<file path="src/rtl/spsel_pkg.sv">
package spsel_pkg;

   localparam int MAX_SAMPLES_DEF = 1024;
   localparam int SAMPLE_BITS_DEF = 32;

   localparam int FIELD_BITS = 32;
   localparam int DIM_BITS = 11;
   localparam int PCT_BITS = 17;
   localparam int PCT_FRAC = 16;
   localparam logic [PCT_BITS-1:0] ONE_Q16 = 17'd65536;

   localparam logic OP_LOAD = 1'b0;
   localparam logic OP_QUERY = 1'b1;

   localparam int CSR_INDEX_BITS = 1;
   localparam logic [CSR_INDEX_BITS-1:0] CSR_IMAGE_WIDTH = 1'd0;
   localparam logic [CSR_INDEX_BITS-1:0] CSR_IMAGE_HEIGHT = 1'd1;

endpackage

</file>
<file path="src/rtl/spsel_front.sv">
module spsel_front import spsel_pkg::*; #(
   parameter int MAX_SAMPLES = MAX_SAMPLES_DEF,
   parameter int SAMPLE_BITS = SAMPLE_BITS_DEF,
   parameter int CNT_W = $clog2(MAX_SAMPLES + 1),
   parameter int IDX_W = $clog2(MAX_SAMPLES),
   parameter int FLIGHT_W = $clog2(MAX_SAMPLES + 2)
) (
   input  logic                      clock,
   input  logic                      reset,
   input  logic                      req_valid,
   output logic                      req_stall,
   input  logic                      req_opcode,
   input  logic [FIELD_BITS-1:0]     req_sample,
   input  logic [PCT_BITS-1:0]       req_percent,
   input  logic                      csr_we,
   input  logic [CSR_INDEX_BITS-1:0] csr_index,
   input  logic [DIM_BITS-1:0]       csr_wdata,
   input  logic                      chain_advance,
   input  logic                      chain_exit,
   output logic                      load_en,
   output logic [SAMPLE_BITS-1:0]    load_key,
   output logic                      inject_valid,
   output logic [IDX_W-1:0]          inject_index,
   output logic                      inject_error,
   output logic [CNT_W-1:0]          loaded_count
);

   localparam int PROD_W = 2 * DIM_BITS;
   localparam int QP_W = CNT_W + PCT_BITS;

   logic [DIM_BITS-1:0]   width_ff, height_ff;
   logic [CNT_W-1:0]      count_ff, count_in;
   logic [PROD_W-1:0]     dims_prod;
   logic [CNT_W-1:0]      loaded_ff, loaded_in;
   logic [FLIGHT_W-1:0]   flight_ff, flight_in;
   logic                  s1_valid_ff, s1_valid_in;
   logic                  s1_op_ff;
   logic [FIELD_BITS-1:0] s1_sample_ff;
   logic [PCT_BITS-1:0]   s1_percent_ff;
   logic                  go, accept;
   logic [QP_W-1:0]       idx_prod;
   logic [CNT_W:0]        idx_full;
   logic [CNT_W-1:0]      idx_clamped;
   logic [CNT_W-1:0]      count_m1;

   assign dims_prod = width_ff * height_ff;
   assign count_in = (dims_prod > PROD_W'(MAX_SAMPLES)) ? CNT_W'(MAX_SAMPLES)
                                                        : CNT_W'(dims_prod);

   // A load changes the cells, so it waits until no query is travelling the chain.
   assign go = s1_valid_ff && ((s1_op_ff == OP_LOAD) ? (flight_ff == '0) : chain_advance);
   assign req_stall = s1_valid_ff && !go;
   assign accept = req_valid && !req_stall;
   assign s1_valid_in = accept ? 1'b1 : (go ? 1'b0 : s1_valid_ff);

   assign load_en = go && (s1_op_ff == OP_LOAD) && (loaded_ff < count_ff);
   assign loaded_in = load_en ? loaded_ff + 1'b1 : loaded_ff;

   generate
      if (SAMPLE_BITS <= FIELD_BITS) begin : g_key_narrow
         assign load_key = s1_sample_ff[SAMPLE_BITS-1:0];
      end else begin : g_key_wide
         assign load_key = SAMPLE_BITS'(s1_sample_ff);
      end
   endgenerate

   assign idx_prod = QP_W'(count_ff) * QP_W'(s1_percent_ff);
   assign idx_full = idx_prod[PCT_FRAC +: CNT_W + 1];
   assign count_m1 = count_ff - 1'b1;
   assign idx_clamped = (idx_full >= {1'b0, count_ff}) ? count_m1 : idx_full[CNT_W-1:0];

   assign inject_valid = go && (s1_op_ff == OP_QUERY);
   assign inject_index = idx_clamped[IDX_W-1:0];
   assign inject_error = (s1_percent_ff > ONE_Q16) || (loaded_ff == '0) || (count_ff == '0);

   always_comb begin
      flight_in = flight_ff;
      if (inject_valid && !(chain_exit && chain_advance)) begin
         flight_in = flight_ff + 1'b1;
      end else if (!inject_valid && chain_exit && chain_advance) begin
         flight_in = flight_ff - 1'b1;
      end
   end

   always_ff @(posedge clock) begin
      if (reset) begin
         width_ff <= '0;
         height_ff <= '0;
         count_ff <= '0;
         loaded_ff <= '0;
         flight_ff <= '0;
         s1_valid_ff <= 1'b0;
      end else begin
         if (csr_we && (csr_index == CSR_IMAGE_WIDTH)) begin
            width_ff <= csr_wdata;
         end
         if (csr_we && (csr_index == CSR_IMAGE_HEIGHT)) begin
            height_ff <= csr_wdata;
         end
         count_ff <= count_in;
         loaded_ff <= loaded_in;
         flight_ff <= flight_in;
         s1_valid_ff <= s1_valid_in;
      end
   end

   always_ff @(posedge clock) begin
      if (accept) begin
         s1_op_ff <= req_opcode;
         s1_sample_ff <= req_sample;
         s1_percent_ff <= req_percent;
      end
   end

   assign loaded_count = loaded_ff;

endmodule
</file>
<file path="config.mk">
export PLATFORM = sky130hd
export DESIGN_NAME = spsel_front
export DESIGN_NICKNAME = d
export VERILOG_FILES = /design/src/rtl/spsel_pkg.sv /design/src/rtl/spsel_front.sv
export SDC_FILE = /design/constraint.sdc
export NUM_CORES = 1
export LEC_CHECK = 0
export BUFFER_PORTS_ARGS = -buffer_cell sky130_fd_sc_hd__buf_2
export CORE_MARGIN = 1
export CORE_UTILIZATION = 55
export CTS_BUF_LIST = sky130_fd_sc_hd__clkbuf_8
export DETAILED_ROUTE_END_ITERATION = 6
export PLACE_DENSITY_LB_ADDON = 0.08
export RECOVER_POWER = 25
export SLEW_MARGIN = 20
export SYNTH_ARGS = -nofsm -noshare
export SYNTH_HDL_FRONTEND = slang
export SYNTH_SLANG_ARGS = --single-unit
</file>
<file path="constraint.sdc">
create_clock -name clock -period 10.23 [get_ports clock]
set_input_delay 3.069 -clock clock [delete_from_list [all_inputs] [get_ports clock]]
set_output_delay 3.069 -clock clock [all_outputs]
set_load 0.005 [all_outputs]
</file>
Word-level counts from Yosys, hierarchy flattened
Index checks and enable logic that the tools add are counted.

Bits in registers: 106. Logic and storage cells: 53. Output and inout bits: 57. Input port bits: 68.

Muxes and demuxes: 7. Multipliers: 2. Add/sub/neg operators: 4. $lt $le $gt $ge: 4. Bitwise operators: 2. Reductions and logical operators: 24.

Operators with widths (number): 11-bit logical NOT (3); 11-bit two-way mux (3); 11-bit by 17-bit multiplier with 28-bit output (1); 11-bit by 1-bit adder with 11-bit output (second input constant) (2); 22-bit by 11-bit > comparator with 1-bit output (second input constant) (1); 11-bit by 11-bit multiplier with 22-bit output (1); 17-bit > comparator (second input constant) (1); 12-bit by 11-bit >= comparator with 1-bit output (1); 1-bit logical AND (12); 11-bit < comparator (1); 11-bit by 1-bit subtractor with 11-bit output (second input constant) (1); 10-bit two-way mux (1); 10-bit by 1-bit subtractor with 10-bit output (second input constant) (1); 1-bit logical NOT (4); 2-bit nonzero test (2); 1-bit two-way mux (3); 1-bit logical OR (2); 1-bit NOT (2); 2-bit OR reduction (1).

Logic depth before layout (Yosys ltp)
Word-level depth: 9. Gate-level depth with buffers: 30. Gate-level depth less buffers: 28.

Worst setup path before layout
No wires, ideal clock.

Path kind: flip-flop to output port. Start point: reg count_ff[4]. End point: out inject_index[1]. Stages on the path, launching flop included: 28. Required time: 7.161 ns. Path buffers: 2. Data arrival time: 7.044 ns. Setup slack: 0.117 ns. Cell sequence: dfxtp_1 clkbuf_1 buf_1 nand2_1 fa_1 fa_1 inv_1 fa_1 fa_1 inv_1 fa_1 inv_1 ha_1 a21oi_1 nor2_1 a211oi_1 nand4b_4 a21oi_1 xnor2_1 ha_1 a21o_1 a211oi_1 o21ai_0 o211ai_1 a31oi_1 or3_1 mux2i_4 mux2_2.

Word-level cells in the longest chain between the ends: 3.

Ends and longest elaborated chain: start, declared (line spsel_front.sv:32) `logic [CNT_W-1:0] count_ff, count_in;`; start signal, assigned (line spsel_front.sv:100) `count_ff <= count_in;`; 11-bit by 17-bit multiplier with 28-bit output (line spsel_front.sv:67) `assign idx_prod = QP_W'(count_ff) * QP_W'(s1_percent_ff);`; 12-bit by 11-bit >= comparator with 1-bit output (line spsel_front.sv:70) `assign idx_clamped = (idx_full >= {1'b0, count_ff}) ? count_m1 : idx_full[CNT_W-1:0];`; 10-bit two-way mux * (line spsel_front.sv:70); end, declared (line spsel_front.sv:23) `output logic [IDX_W-1:0] inject_index,`.

Every way passes the cells marked *; elsewhere a longest branch is shown, timed or not.

Worst setup path after layout
Start point: reg s1_percent_ff[2]. End point: out inject_index[8].

Word-level cells in the longest chain between the ends: 3.

Ends and longest elaborated chain: start, declared (line spsel_front.sv:39) `logic [PCT_BITS-1:0] s1_percent_ff;`; start signal, assigned (line spsel_front.sv:111) `s1_percent_ff <= req_percent;`; 11-bit by 17-bit multiplier with 28-bit output * (line spsel_front.sv:67); 12-bit by 11-bit >= comparator with 1-bit output (line spsel_front.sv:70); 10-bit two-way mux * (line spsel_front.sv:70).

Marks and branches as above.

==> impl_results.md <==
- Multiplexer share of the synthesized area: 1.33%
- RSZ-0062 raised after global routing: true
- Skew final: 0.0276 ns
- Hold-fix buffer count after cts: 0
- Share of cells above drive strength 1: 17.8%
- DRC Markers: 9
- Crit path kind: flip-flop to primary output
- Crit path max fanout: 8
- Final GP Congestion: 0.946
- Sw power: 0.528 mW
- Placed cell area: 0.0160 mm²
- Failing checks: DRC, setup timing
- Post-synthesis adder-cell area fraction: 42.4%
- Comb power frac: 43.9%
- TNS Setup: -3.89 ns
- Library cells used by synthesis: 64
- Final hold violation count: 0
- Final #Nets: 2223
- Worst Path Buf+Inv: 6
- GRT Util Overall: 26.6%
- Root buffer cell: clkbuf_8
- Post-synth net total: 2062
- ANT cells: 0
- Max frequency: 94.0 MHz
- CP required: 7.16 ns
- Vias in the first global route: 11700
- Final instance area: 0.0169 mm²
- Grt total ovfl: 0
- Worst Slack Setup Final: -0.414 ns
- Final core occ: 64.7%
- Post-synthesis compound-gate area fraction: 8.08%
- Ys async rst share: 0%
- DRT iter0 DRCs: 477
- Pwr dens: 84.5 mW/mm²
- Total of max-cap violations: 0
- Hold Worst Slack: 0.486 ns
- Vias/cell: 5.34
- Routed Wire Length: 35400 µm
- CTS sink cnt: 106
- Clock Power Share: 20.6%
- Area grow syn2layout: 15.0%
- Min Tclk post-route: 10.64 ns
- Switching part of the total: 36.9%
- Routed Antenna Nets: 0
- CTS tree: done
- CP top delay family: adder cells
- Starting density of the core: 56.3%
- Core footprint: 0.0261 mm²
- Internal power: 0.902 mW
- Yosys warnings: 0
- Yosys reg bits: 106
- IO Count: 125
- CP Data Arrival Time: 7.57 ns
- Mapped Cells: 1624
- Post-DP HPWL: 27800 µm
- Final period util: 104%
- Place WS: -0.380 ns
- DR vias: 11300
- Row Count: 59
- Mapped Area: 0.0147 mm²
- Sequential Power Share: 35.6%
- Non-Filler Instances: 2125
- Clock Tree Buf Depth: 2
- Router iterations before antenna repair: 7
- Number of enable flip-flop cells after synthesis: 50
- Slew headroom: 40.8%
- Post-synth top flop: dfxtp_1
- Slowest CP cell: or4_4
- Worst-Margin Slew: 0.881 ns
- Hold/Removal Path Class: flip-flop to flip-flop
- Crit-path most repeated cell: buf_6
- Syn Area/Cell: 9.06 µm²
- VDD IR max: 88.2 µV
- WL/cell: 16.7 µm
- CP max stage delay: 0.60 ns
- IO buf count: 124
- Synth Area in XOR/XNOR: 2.50%
- Status: finished, violations left
- Crit path launch type: flip-flop
- Seq/Total Area, Yosys: 17.8%
- Die area: 0.0274 mm²
- Initial antenna violation count: 0
- Largest family of logic cells by synthesized area: adder cells
- Num CTS Buffers: 9
- Clock latency on the worst-skew pair: 0.41 ns
- Largest net degree at the start of global routing: 62
- Synth Area in Simple Gates: 18.5%
- # fillers: 2282
- Die H: 166 µm
- LEAKAGE: 8.42 nW
- Placed cell count: 2074
- Die X: 166 µm
- Nature of the critical path endpoint: primary output
- Slew Viols, Final: 0
- Total power: 1.43 mW
- # setup viols final: 10
- H-tree Lvls: 3
- First-pass GRT wire length: 56900 µm
- CTS clk-pin slew, worst paths: 0.14 ns
## worst paths after layout
path / startpoint / end / slack (ns) / depth (start not counted)
worst min-delay path: flight_ff[3]$_SDFFE_PP0P_ / flight_ff[3]$_SDFFE_PP0P_ / 0.49 / 2
worst min register to register: flight_ff[3]$_SDFFE_PP0P_ / flight_ff[3]$_SDFFE_PP0P_ / 0.49 / 2
worst max-delay path: s1_percent_ff[2]$_DFFE_PP_ / inject_index[8] / -0.41 / 27
worst max register to register: width_ff[3]$_SDFFE_PP0P_ / count_ff[4]$_SDFF_PP0_ / 3.58 / 18
## layout by cell type (no fill, tap or decap), types with 12 or more instances in the layout
| cell | netlist | final |
|---|---|---|
| a21o_1 | 18 | 18 |
| a21oi_1 | 71 | 64 |
| and2_1 | 148 | 143 |
| buf_2 | 2 | 109 |
| buf_4 | 0 | 79 |
| buf_6 | 0 | 28 |
| dfxtp_1 | 56 | 50 |
| edfxtp_1 | 50 | 50 |
| fa_1 | 214 | 206 |
| ha_1 | 156 | 146 |
| inv_1 | 292 | 287 |
| nand2_1 | 254 | 247 |
| nand3_1 | 16 | 16 |
| nor2_1 | 38 | 38 |
| nor3_1 | 12 | 12 |
| nor4_1 | 15 | 15 |
| o21ai_0 | 17 | 14 |
| xnor2_1 | 32 | 31 |
## worst register-to-register path: cells and delay by family, from the launching register on
kind / cells / cell delay, ns
buffers and inverters: 3 / 0.14
adders and majority gates: 6 / 2.97
DFF: 1 / 0.68
AOI/OAI and AO/OA: 5 / 1.43
and+or+nand+nor: 4 / 1.36
## power groups by stage
| stage | Clock, mW | Sequential (mW) | Combinational (mW) |
|---|---|---|---|
| after floorplan | 0 | 0.502 | 0.349 |
| after global placement | 0 | 0.519 | 0.502 |
| after detailed placement | 0 | 0.519 | 0.510 |
| after CTS | 0.304 | 0.509 | 0.605 |
| after global routing | 0.316 | 0.513 | 0.693 |
| final | 0.294 | 0.509 | 0.627 |
## logic make-up (layout without fill, tap and decap cells)
logic type,count (synthesis),after routing
adder cells (fa/ha/maj),370,370
multiplexers,17,17
AO/OA/AOI/OAI,175,175
XOR/XNOR,42,42
flip-flops,106,106
buffers and inverters,367,533
AND/OR/NAND/NOR,547,547
## registers in the layout, indices dropped and copies added, names as in the netlist
| register | count |
|---|---|
| load_key | 32 |
| s1_percent_ff | 17 |
| count_ff | 11 |
| flight_ff | 11 |
| height_ff | 11 |
| loaded_count | 11 |
| width_ff | 11 |
| s1_op_ff | 1 |
| s1_valid_ff | 1 |
## final cells by class
type / instances / area, µm² / share of cell area, %
Sequential cell: 106 / 2640 / 15.6
Multi-Input combinational cell: 1151 / 11000 / 65.1
Clock buffer: 9 / 124 / 0.732
Clock inverter: 7 / 91.3 / 0.540
Timing Repair Buffer: 225 / 1530 / 9.05
Tap cell: 335 / 419 / 2.48
Inverter: 292 / 1100 / 6.48
## cells in the mapped netlist (6+ instances only)
master	n	area, µm²
inv_1	292	1100
nand2_1	254	953
fa_1	214	4280
ha_1	156	1950
and2_1	148	926
a21oi_1	71	355
clkbuf_1	69	259
dfxtp_1	56	1120
edfxtp_1	50	1500
nor2_1	38	143
xnor2_1	32	280
a21o_1	18	135
o21ai_0	17	85.1
nand3_1	16	80.1
nor4_1	15	93.8
nor3_1	12	60.1
and3_1	10	62.6
mux2_2	10	113
xor2_1	10	87.6
a211oi_1	9	67.6
nor2b_1	9	56.3
o211ai_1	9	67.6
nand2b_1	7	43.8
mux2i_1	6	60.1
nand4_1	6	37.5
or3_1	6	37.5
## what timing repair did
action	4_1_cts	5_1_grt
setup endpoints to repair	10	10
resized for setup	73	35
pin swaps	53	28
setup buffers	22	13
cloned	0	0
## layer usage
metal	part of all wire, %	wire length, µm	track usage (%)
met1	44	15600	34.4
met2	50	17600	46.5
met3	4.8	1710	4.30
met4	1.5	524	5.91
met5	0	0	0
Note: power is estimated with default switching activity, not from simulation.
