**config.mk**
```make
export PLATFORM = sky130hd
export DESIGN_NAME = spsel_cell
export DESIGN_NICKNAME = d
export VERILOG_FILES = /design/src/rtl/spsel_cell.sv
export SDC_FILE = /design/constraint.sdc
export NUM_CORES = 1
export LEC_CHECK = 0
export BUFFER_PORTS_ARGS = -buffer_cell sky130_fd_sc_hd__buf_2
export CAP_MARGIN = 15
export CELL_PAD_IN_SITES_DETAIL_PLACEMENT = 0
export CELL_PAD_IN_SITES_GLOBAL_PLACEMENT = 1
export CORE_MARGIN = 2
export CORE_UTILIZATION = 38
export DETAILED_ROUTE_END_ITERATION = 12
export GPL_TIMING_DRIVEN = 0
export PLACE_DENSITY = 0.95
export SYNTH_ARGS = -nofsm -noshare
export SYNTH_HDL_FRONTEND = slang
export SYNTH_SLANG_ARGS = --single-unit
```
**constraint.sdc**
```tcl
create_clock -name clock -period 11.6 [get_ports clock]
set_input_delay 1.74 -clock clock [delete_from_list [all_inputs] [get_ports clock]]
set_output_delay 1.74 -clock clock [all_outputs]
set_load 0.005 [all_outputs]
```
**src/rtl/spsel_cell.sv**
```systemverilog
module spsel_cell #(
   parameter int SAMPLE_BITS = 32,
   parameter int IDX_W = 10,
   parameter int POS = 0
) (
   input  logic                   clock,
   input  logic                   reset,
   input  logic                   load_en,
   input  logic [SAMPLE_BITS-1:0] load_key,
   input  logic [SAMPLE_BITS-1:0] left_value,
   input  logic                   left_valid,
   input  logic                   left_take,
   output logic [SAMPLE_BITS-1:0] value,
   output logic                   valid,
   output logic                   take,
   input  logic                   tok_advance,
   input  logic                   tok_in_valid,
   input  logic [IDX_W-1:0]       tok_in_index,
   input  logic                   tok_in_error,
   input  logic [SAMPLE_BITS-1:0] tok_in_data,
   output logic                   tok_out_valid,
   output logic [IDX_W-1:0]       tok_out_index,
   output logic                   tok_out_error,
   output logic [SAMPLE_BITS-1:0] tok_out_data
);

   logic [SAMPLE_BITS-1:0] value_ff, value_in;
   logic                   valid_ff, valid_in;
   logic                   tok_valid_ff;
   logic [IDX_W-1:0]       tok_index_ff;
   logic                   tok_error_ff;
   logic [SAMPLE_BITS-1:0] tok_data_ff, tok_data_in;

   // An empty cell or one holding a larger value gives way to the new key.
   assign take = !valid_ff || ($signed(value_ff) > $signed(load_key));

   always_comb begin
      value_in = value_ff;
      valid_in = valid_ff;
      if (load_en && take) begin
         if (left_take) begin
            value_in = left_value;
            valid_in = left_valid;
         end else begin
            value_in = load_key;
            valid_in = 1'b1;
         end
      end
   end

   assign tok_data_in = (tok_in_index == IDX_W'(POS)) ? value_ff : tok_in_data;

   always_ff @(posedge clock) begin
      if (reset) begin
         valid_ff <= 1'b0;
         tok_valid_ff <= 1'b0;
      end else begin
         valid_ff <= valid_in;
         if (tok_advance) begin
            tok_valid_ff <= tok_in_valid;
         end
      end
   end

   always_ff @(posedge clock) begin
      value_ff <= value_in;
      if (tok_advance) begin
         tok_index_ff <= tok_in_index;
         tok_error_ff <= tok_in_error;
         tok_data_ff <= tok_data_in;
      end
   end

   assign value = value_ff;
   assign valid = valid_ff;
   assign tok_out_valid = tok_valid_ff;
   assign tok_out_index = tok_index_ff;
   assign tok_out_error = tok_error_ff;
   assign tok_out_data = tok_data_ff;

endmodule

```
=== Word level (Yosys, flattened, before mapping) ===
Index checks and enable logic that the tools add are counted.

* Bits in registers: 77
* Input bits: 114
* Output and inout port bits: 78

* $lt $le $gt $ge: 1
* Multiplexer cells: 3
* Reduce and logical (&&, ||, !) cells: 4

{| class="wikitable"
|+ Operators with widths
! kind !! count
|-
| 2-to-1 mux 32 bit || 2
|-
| greater-than comparator 32 bit || 1
|-
| zero test 10 bit || 1
|-
| logical AND 1 bit || 1
|-
| zero test 1 bit || 1
|-
| logical OR 1 bit || 1
|-
| 2-to-1 mux 1 bit || 1
|}

=== Longest topological paths before layout ===
Gate-level depths: netlist of run 1.

* Word-level depth: 3
* Mapped depth: 8

=== Worst setup path before layout of run 1 ===
OpenSTA, ideal clock, no wires.

* Path kind: input port to flip-flop
* Start: in load_key[14]
* End: reg value_ff[0] (netlist: value[0]), enable pin
* Library setup time: 480 ps
* Arrival: 5454 ps
* Required time: 11120 ps
* Slack: 5666 ps
* Cell stages on the path: 8
* Path buffers: 0
* Path through: inv_1 > ha_1 > and4_1 > and4_1 > a21boi_0 > o32a_1 > nor3_1 > a311oi_1

* Word-level cells in the longest chain between the ends: 3

{| class="wikitable"
|+ RTL lines
! element !! line !! source
|-
| from (decl) || 9 || <nowiki>input logic [SAMPLE_BITS-1:0] load_key,</nowiki>
|-
| greater-than comparator 32 bit || 35 || <nowiki>assign take = !valid_ff || ($signed(value_ff) > $signed(load_key));</nowiki>
|-
| logical OR 1 bit || 35 ||
|-
| logical AND 1 bit || 40 || <nowiki>if (load_en && take) begin</nowiki>
|-
| to (signal assigned) || 66 || <nowiki>value_ff <= value_in;</nowiki>
|-
| to (decl) || 27 || <nowiki>logic [SAMPLE_BITS-1:0] value_ff, value_in;</nowiki>
|}

Every way passes these cells.
A chain may end at the register's enable or synchronous reset.

=== Worst setup path in the final report of run 1 ===
* Start: in load_key[29]
* End: out take

* Word-level cells in the longest chain between the ends: 2

{| class="wikitable"
|+ RTL lines
! element !! line !! source
|-
| greater-than comparator 32 bit || 35 ||
|-
| logical OR 1 bit || 35 ||
|-
| to (decl) || 15 || <nowiki>output logic take,</nowiki>
|}

Every way passes these cells.

==> results_dict.tcl, run 1 <==
set metrics [dict create \
    hold_class "flip-flop to flip-flop" \
    row_count 37 \
    end_kind "primary output" \
    ff2ff_path_depth 8 \
    finalMaxSlewViolations 0 \
    synth_top_area_share_pct 57.6 \
    first_pass_iters 4 \
    routedWlPerCell_um 15.6 \
    synthCells 315 \
    gp_congestion 0.802 \
    final_hold_viol_count 0 \
    ctsResizeCount 0 \
    synth.distinct_cells 35 \
    ys_ff_latch 77 \
    dpl.hpwl_mm 8.11 \
    fin_crit_ns 5.39 \
    core_area_um2 10100 \
    overflow 0 \
    outcome "completed" \
    critPathArrivalTime_ns 3.65 \
    synth_common_cells "75 x edfxtp_1, 39 x nand2_1, 34 x o21ai_0, 33 x inv_1" \
    port_buffers 190 \
    grt_antenna_before_repair 1 \
    min_delay_path_depth 2 \
    htree_levels 3 \
    setup_tns_ns 0 \
    critPathMaxStageDelay_ns 0.35 \
    slowest_stage "o32a_1" \
    path_max_fanout 2 \
    route.detailed.drc 0 \
    area_growth_pct 35.4 \
    die_w_um 105 \
    synth_top_area_cell "edfxtp_1" \
    numCtsBuffers 9 \
    vias 3230 \
    peakVddDrop_mv 0.0672 \
    rrSetupSlack_ns 8.20 \
    layout-drive-gt1-share_pct 46.5 \
    fillCellCount 896 \
    p_per_area_nw_per_um2 129 \
    worstSkewPairLatency_ns 0.36 \
    antenna_left 0 \
    path_cells "buf_2, inv_1, ha_1, a21o_1, a21o_1, a211o_1, o32a_1, nor3_2, o31ai_1, buf_2" \
    routed_wl_mm 10.3 \
    cts.sinks 77 \
    final_util_pct 52.2 \
    vias_per_cell 4.89 \
    maxSlewHeadroom_pct 30.3 \
    synth_area_leaders "edfxtp_1 58%, ha_1 10%, mux2_2 9.2%, o21ai_0 4.4%, nand2_1 3.7%" \
    avgSynthCellArea_um2 12.4 \
    initialDrtViolationCount 149 \
    synth_warnings 0 \
    setup.worst_path.class "primary input to primary output" \
    crit_path_start_kind "primary input" \
    startpoint "load_key[29]" \
    synth_edf_count 75 \
    ys_seq_area_share_pct 58.6 \
    rsz0062_at_grt "false" \
    fin_nets 664 \
    maxCapViolCount 0 \
    cts_hold_buffers 0 \
    yosysMostFrequentCell "edfxtp_1" \
    ys.flop_type "edfxtp_1" \
    worstPathRequired_ns 9.86 \
    finalSetupViolCount 0 \
    p_leak_uw 0.00247 \
    grt_max_degree 45 \
    start_util_pct 38.6 \
    min-delay-start "tok_out_valid" \
    num_io_pins 192 \
    dieArea_um2 11100 \
    fmax_ghz 0.186 \
    skew_ns 0.00645 \
    syn-num-nets 461 \
    post_cts_buffers 0 \
    cts.reportedPaths.clkPinSlew_ns 0.08 \
    r2r_start "value[31]" \
    root_buffer "clkbuf_8" \
    grt_pass1_vias 3287 \
    syn_area_um2 3910 \
    holdPathEnd "tok_out_valid" \
    cts_tree "built" \
    reg2reg_to "value[6]" \
    tightest_slew_ns 1.05 \
    grt_pass1_wl_mm 15.7 \
    ys_async_sr_fraction_pct 0 \
    cts_buffer_depth 2 \
    dieHeight_um 105 \
    grt.total_usage_pct 18.3 \
    fin_crit_sh_pct 46.4 \
]
kinds of logic (layout without fill, tap and decap cells):
group	count (synthesis)	count (layout)	synth area share [%]
other cells	0	1	0
mux	33	33	9.47
simple gates	67	67	8.25
flops	77	77	58.6
buf+inv	43	251	4.13
fa+ha+maj	32	32	10.2
compound gates	63	63	9.31
cell usage in the layout (no fill, tap or decap), types with 4 or more instances in the layout:
cell type,synthesis,final
clkbuf_1,10,10
clkbuf_8,0,9
a21oi_1,12,12
o21ai_0,34,34
nor4_1,4,4
nand4_1,5,5
nor2_1,4,4
buf_2,0,190
inv_1,33,33
edfxtp_1,75,75
mux2_2,32,32
ha_1,32,32
and4_1,4,4
a21o_1,4,4
nand2_1,39,39
stage by stage:
stage                     power, µW  std cells  hold slack (ns)  cell area (µm²)  worst slack [ns]
after floorplan                 397        315            0.485             3910              5.67
after global placement          453        641            0.477             5030              3.96
after detailed placement        459        643            0.476             5070              6.22
after CTS                       687        659            0.499             5290              6.20
after global routing            711        659            0.555             5290              5.99
final                           682        660            0.493             5300              6.21
state kept, by name, summed over array words and instances, names as in the netlist:
signal / count
value: 32
tok_out_error: 1
tok_out_data: 32
valid: 1
tok_out_index: 10
tok_out_valid: 1
worst max-delay path: cells and delay by family:
| kind | cells | cell delay, ns |
|---|---|---|
| AOI/OAI and AO/OA | 5 | 1.14 |
| adders and majority gates | 1 | 0.30 |
| buffers and inverters | 3 | 0.27 |
| and+or+nand+nor | 1 | 0.20 |
routing by layer:
metal	part of all wire [%]	vias up	track usage (%)
met5	0	-	0
met4	2.2	0	8.76
met3	5.8	16	3.15
met2	51	120	32.9
met1	41	1525	21.0
li1	-	1569	-
final cells by class:
type	count	area (µm²)	area share (%)
flip-flops and latches	77	2290	43.3
well taps	136	170	3.21
clock buffers	9	124	2.34
diodes	1	2.50	0.0472
multi-input cells	195	1480	27.9
plain buffers	10	37.5	0.709
inverters	33	124	2.34
clock inverters	7	97.6	1.84
repair buffers	192	973	18.4
worst max path at each step:
| stage | cells after the start | end | slack [ns] |
|---|---|---|---|
| 6_report | 10 | take | 6.21 |
| 3_5_place_dp | 10 | take | 6.22 |
| 4_1_cts | 10 | take | 6.20 |
| 3_3_place_gp | 9 | value[29] | 3.96 |
| 2_1_floorplan | 8 | value[0] | 5.67 |
| 5_1_grt | 10 | take | 5.99 |
power breakdown:
group / total [µW] / internal [µW] / switching [µW]
clock network: 230 / 122 / 108
logic: 108 / 53.0 / 54.5
registers: 344 / 333 / 11.8
No activity file was read; power rests on OpenSTA's default activity.
==> run 2: changes to the inputs <==
--- a/config.mk
+++ b/config.mk
@@ -10,10 +10,10 @@
 export CELL_PAD_IN_SITES_DETAIL_PLACEMENT = 0
 export CELL_PAD_IN_SITES_GLOBAL_PLACEMENT = 1
 export CORE_MARGIN = 2
-export CORE_UTILIZATION = 38
+export CORE_UTILIZATION = 31
 export DETAILED_ROUTE_END_ITERATION = 12
 export GPL_TIMING_DRIVEN = 0
-export PLACE_DENSITY = 0.95
+export PLACE_DENSITY = 0.85
 export SYNTH_ARGS = -nofsm -noshare
 export SYNTH_HDL_FRONTEND = slang
 export SYNTH_SLANG_ARGS = --single-unit
==> constraint.sdc (replaced) <==
create_clock -name clock -period 4.58 [get_ports clock]
set_input_delay 0.687 -clock clock [delete_from_list [all_inputs] [get_ports clock]]
set_output_delay 0.687 -clock clock [all_outputs]
set_load 0.005 [all_outputs]
==> run 2 against run 1 <==
  * Final cell count rose by 5.5%
  * Die area rose by 22%
  * Total power grew to 2.8 times the previous value
  * Clock-buffer cell count is the same
  * Largest cell class unchanged
==> results_dict.tcl, run 2 (same netlist as run 1, synthesis figures left out) <==
set metrics [dict create \
    finalMaxSlewViolations 0 \
    fillCellCount 1218 \
    p_switching_uw 459 \
    critPathArrivalTime_ns 2.63 \
    regArea_um2 2290 \
    fin_crit_sh_pct 72.3 \
    finalSetupViolCount 0 \
    end_kind "primary output" \
    htree_levels 3 \
    grt_max_degree 45 \
    seqPwrFrac_pct 45.6 \
    routed_wl_mm 10.8 \
    dieArea_um2 13500 \
    p_per_area_nw_per_um2 351 \
    cts_tree "built" \
    first_pass_iters 6 \
    worstSkewPairLatency_ns 0.34 \
    worst_slack_ns 1.27 \
    cts_buffer_depth 2 \
    gp_congestion 0.738 \
    path_max_fanout 4 \
    layout-drive-gt1-share_pct 46.3 \
    rsz0062_at_grt "false" \
    row_count 41 \
    fin_crit_ns 3.31 \
    multi_input_area_um2 1480 \
    maxSlewHeadroom_pct 26.8 \
    grt_pass1_wl_mm 15.8 \
    dieHeight_um 116 \
    placedInstanceArea_um2 5150 \
    start_util_pct 31.4 \
    setup.worst_path.class "primary input to primary output" \
    fin_nets 664 \
    cts.reportedPaths.clkPinSlew_ns 0.06 \
    vias 3144 \
    grt.total_usage_pct 15.7 \
    post-place-ws_ns 1.09 \
    antenna_left 0 \
    cts_hold_buffers 0 \
    combPwrFrac_pct 14.6 \
    final_hold_viol_count 0 \
    route.detailed.drc 0 \
    fin_area_um2 5470 \
    final_cell_mix "190 x buf_2, 75 x edfxtp_1, 39 x nand2_1" \
    grt_antenna_before_repair 1 \
    die_w_um 116 \
    outcome "completed" \
    initialDrtViolationCount 154 \
    skew_ns 0.00694 \
    worstPathRequired_ns 3.89 \
    fmax_ghz 0.302 \
    switching_share_pct 24.0 \
    root_buffer "clkbuf_16" \
    port_buffers 190 \
    maxCapViolCount 0 \
    clkPwrFrac_pct 39.8 \
    area_growth_pct 39.8 \
    grt_pass1_vias 3109 \
    hold_class "flip-flop to flip-flop" \
    vias_per_cell 4.52 \
    num_io_pins 192 \
    final_common_cell "buf_2" \
    peakVddDrop_mv 0.176 \
    tightest_slew_ns 1.10 \
    routedWlPerCell_um 15.5 \
    numCtsBuffers 9 \
    core_area_um2 12500 \
    post_cts_buffers 0 \
    crit_path_start_kind "primary input" \
    p_int_uw 1460 \
    overflow 0 \
    final_util_pct 43.9 \
    ctsResizeCount 0 \
    cts.sinks 77 \
    p_leak_uw 0.00253 \
    dpl.hpwl_mm 8.46 \
]
[run 2: cell count changes in the layout (fill, tap and decap cells not counted), sizes merged]
cell      before  now
clkinvlp       2    1
clkinv         1    4
inv           35   33
[run 2: path summary, 6_finish.rpt]
| kind | slack, ns | end | cells after the start | startpoint |
|---|---|---|---|---|
| worst max-delay path | 1.27 | take | 10 | load_key[14] |
| worst min-delay path | 0.50 | tok_out_valid | 2 | tok_out_valid |
| worst min register to register | 0.50 | tok_out_valid | 2 | tok_out_valid |
| worst max register to register | 1.49 | value[26] | 9 | value[13] |
[run 2: cell type report]
type | count | area share (%)
inverter | 33 | 2.27
clock buffer | 9 | 4.12
buffer | 10 | 0.686
antenna | 1 | 0.0458
clock inverter | 7 | 1.65
timing repair buffer | 192 | 18.4
sequential | 77 | 41.9
multi-input combinational | 195 | 27.0
tap | 172 | 3.94
[run 2: power by group through the flow]
stage | clock network (µW) | registers (µW) | logic (µW)
CTS | 786 | 875 | 284
detailed placement | 0 | 890 | 282
global placement | 0 | 888 | 264
finish | 763 | 874 | 280
global route | 814 | 882 | 318
floorplan | 0 | 892 | 114
[run 2: metal layers]
layer  global-route usage (%)  up-vias  share of wire (%)
met2                     25.9      105                 49
li1                         -     1570                  -
met4                     7.70        0                2.0
met3                     3.11       16                5.4
met5                        0        -                  0
met1                     19.8     1453                 44
[run 2: per-stage QoR]
step                hold WS, ns  power (µW)  std cells  TNS [ns]
finish                    0.500        1920        696         0
global route              0.518        2010        696         0
CTS                       0.498        1950        695         0
detailed placement        0.483        1170        679         0
global placement          0.470        1150        677    -13.85
floorplan                 0.485        1010        315         0
[run 2: worst max-delay path, cell delays in order]
cell and delay (ns):
buf_2 0.08, inv_1 0.04, ha_1 0.28, and4_1 0.29, and4_1 0.28, a21boi_0 0.24, o32a_1 0.23, nor3_2 0.06
o31ai_1 0.26, buf_2 0.17
==> run 3: changes to the inputs <==
--- a/config.mk
+++ b/config.mk
@@ -10,10 +10,10 @@
 export CELL_PAD_IN_SITES_DETAIL_PLACEMENT = 0
 export CELL_PAD_IN_SITES_GLOBAL_PLACEMENT = 1
 export CORE_MARGIN = 2
-export CORE_UTILIZATION = 31
+export CORE_UTILIZATION = 35
 export DETAILED_ROUTE_END_ITERATION = 12
 export GPL_TIMING_DRIVEN = 0
-export PLACE_DENSITY = 0.85
+export PLACE_DENSITY = 0.9
 export SYNTH_ARGS = -nofsm -noshare
 export SYNTH_HDL_FRONTEND = slang
 export SYNTH_SLANG_ARGS = --single-unit
==> constraint.sdc (replaced) <==
create_clock -name clock -period 3.1 [get_ports clock]
set_input_delay 0.465 -clock clock [delete_from_list [all_inputs] [get_ports clock]]
set_output_delay 0.465 -clock clock [all_outputs]
set_load 0.005 [all_outputs]
==> run 3 against run 2 <==
  * First-iteration DRC count fell by 31%
  * Utilization is 6.1 points higher
  * Critical path depth shrank 2
  * Hold slack worse by 0.22 ns
  * Sequential cell count unchanged
  * Global-route usage is 2.0 points higher
  * Routed wire length rose by 2.1%
  * Die area is 11% lower
  * Critical path type is now flip-flop to primary output
  * Largest cell class unchanged
==> results_dict.tcl, run 3 (same netlist as run 1, synthesis figures left out) <==
set metrics [dict create \
    hold_class "primary input to flip-flop" \
    fin_crit_sh_pct 97.8 \
    fin_area_um2 5440 \
    routedWlPerCell_um 16.3 \
    worstSkewPairLatency_ns 0.36 \
    multi_input_area_um2 1570 \
    p_leak_uw 0.00253 \
    tightest_slew_ns 1.06 \
    setup.worst_path.class "flip-flop to primary output" \
    initialDrtViolationCount 106 \
    critPathMaxStageDelay_ns 0.41 \
    peakVddDrop_mv 0.191 \
    grtUsageMet1_pct 22.0 \
    start_util_pct 35.9 \
    cts.sinks 77 \
    n_antenna_cell 0 \
    dpl.hpwl_mm 8.44 \
    skew_ns 0.0104 \
    slowest_stage "edfxtp_1" \
    htree_levels 3 \
    gp_congestion 0.781 \
    finalMaxSlewViolations 0 \
    final_hold_viol_count 0 \
    core_area_um2 10900 \
    grt_antenna_before_repair 0 \
    first_pass_iters 4 \
    layout-drive-gt1-share_pct 49.4 \
    route.detailed.drc 0 \
    final_cell_mix "190 x buf_2, 75 x edfxtp_1, 39 x nand2_1" \
    finalSetupViolCount 0 \
    path_max_fanout 3 \
    area_growth_pct 39.1 \
    placedInstanceArea_um2 5080 \
    cts_tree "built" \
    met3_usage_pct 2.96 \
    grt_max_degree 45 \
    busiest_layer "met2" \
    vias 3258 \
    fin_nets 675 \
    final_common_cell "buf_2" \
    dieHeight_um 110 \
    critPathArrivalTime_ns 2.57 \
    maxSlewHeadroom_pct 29.4 \
    final_util_pct 50.0 \
    root_buffer "clkbuf_8" \
    row_count 38 \
    cts_buffer_depth 2 \
    crit_family "simple AND/OR/NAND/NOR gates" \
    crit_path_start_kind "flip-flop" \
    dieArea_um2 12000 \
    outcome "completed" \
    grt_pass1_wl_mm 15.9 \
    routed_wl_mm 11.0 \
    total_power_uw 2460 \
    grt_use_met2_pct 30.1 \
    numCtsBuffers 9 \
    crit_buf_inv 1 \
    grt.total_usage_pct 17.7 \
    path_cells "ha_1, and3_1, and4_1, a21boi_2, o32a_1, nor3_2, o31ai_1, buf_2" \
    overflow 0 \
    num_io_pins 192 \
    port_buffers 190 \
    vias_per_cell 4.83 \
    p_per_area_nw_per_um2 452 \
    die_w_um 110 \
    dp_cells 647 \
    cts.reportedPaths.clkPinSlew_ns 0.09 \
    fmax_ghz 0.330 \
    end_kind "primary output" \
    regArea_um2 2290 \
    worstPathRequired_ns 2.63 \
    fillCellCount 1007 \
    finalNonFillerCells 674 \
    fin_crit_ns 3.03 \
    antenna_left 0 \
    grt_pass1_vias 3191 \
    maxCapViolCount 0 \
]
run 3: what timing repair did:
action / CTS / global route
pin swaps: 0 / 10
setup endpoints to repair: 1 / 26
gates resized for setup: 2 / 11
setup buffers: 3 / 8
hold buffers: 0 / 0
run 3: path summary, 6_finish.rpt:
| kind | from | end | slack, ns | depth (start not counted) |
|---|---|---|---|---|
| setup / recovery | value[9] | take | 0.07 | 8 |
| hold / removal | tok_in_error | tok_out_error | 0.28 | 1 |
| setup reg to reg | value[13] | value[25] | 0.22 | 8 |
| hold reg to reg | tok_out_valid | tok_out_valid | 0.50 | 2 |
run 3: worst reg2reg max path, cell delays in order, from the launching register on:
cell and delay, ns:
edfxtp_1 0.44, ha_4 0.30, and4_4 0.25, and4_1 0.25, a21boi_2 0.19, o32a_1 0.22
nor3_1 0.09, a311oi_4 0.59, buf_8 0.25
run 3: metrics by stage:
stage               TNS (ns)  hold slack, ns  setup slack [ns]
global placement      -23.68           0.475            -0.741
detailed placement     -1.59           0.482           -0.0704
finish                     0           0.283            0.0692
global route         -0.0259           0.270           -0.0259
floorplan                  0           0.485            0.0404
CTS                        0           0.268           0.00465
run 3: final cells by class:
cell class	instances	share of cell area, %
multi-input combinational	195	28.8
sequential	77	42.1
clock buffer	9	2.28
clock inverter	7	1.03
tap	140	3.22
buffer	10	0.690
inverter	33	2.28
timing repair buffer	203	19.5
run 3: metal layers:
metal | up-vias | part of all wire [%]
li1 | 1592 | -
met5 | - | 0
met4 | 0 | 2.1
met2 | 127 | 50
met1 | 1522 | 42
met3 | 17 | 5.4
run 3: report_power, final:
| part | switching, µW | internal [µW] | leakage [µW] | total (µW) |
|---|---|---|---|---|
| combinational | 221 | 225 | 0.00168 | 447 |
| sequential | 44.8 | 1240 | 0.000752 | 1290 |
| clock | 423 | 302 | 0.0000959 | 725 |
| total | 689 | 1770 | 0.00253 | 2460 |
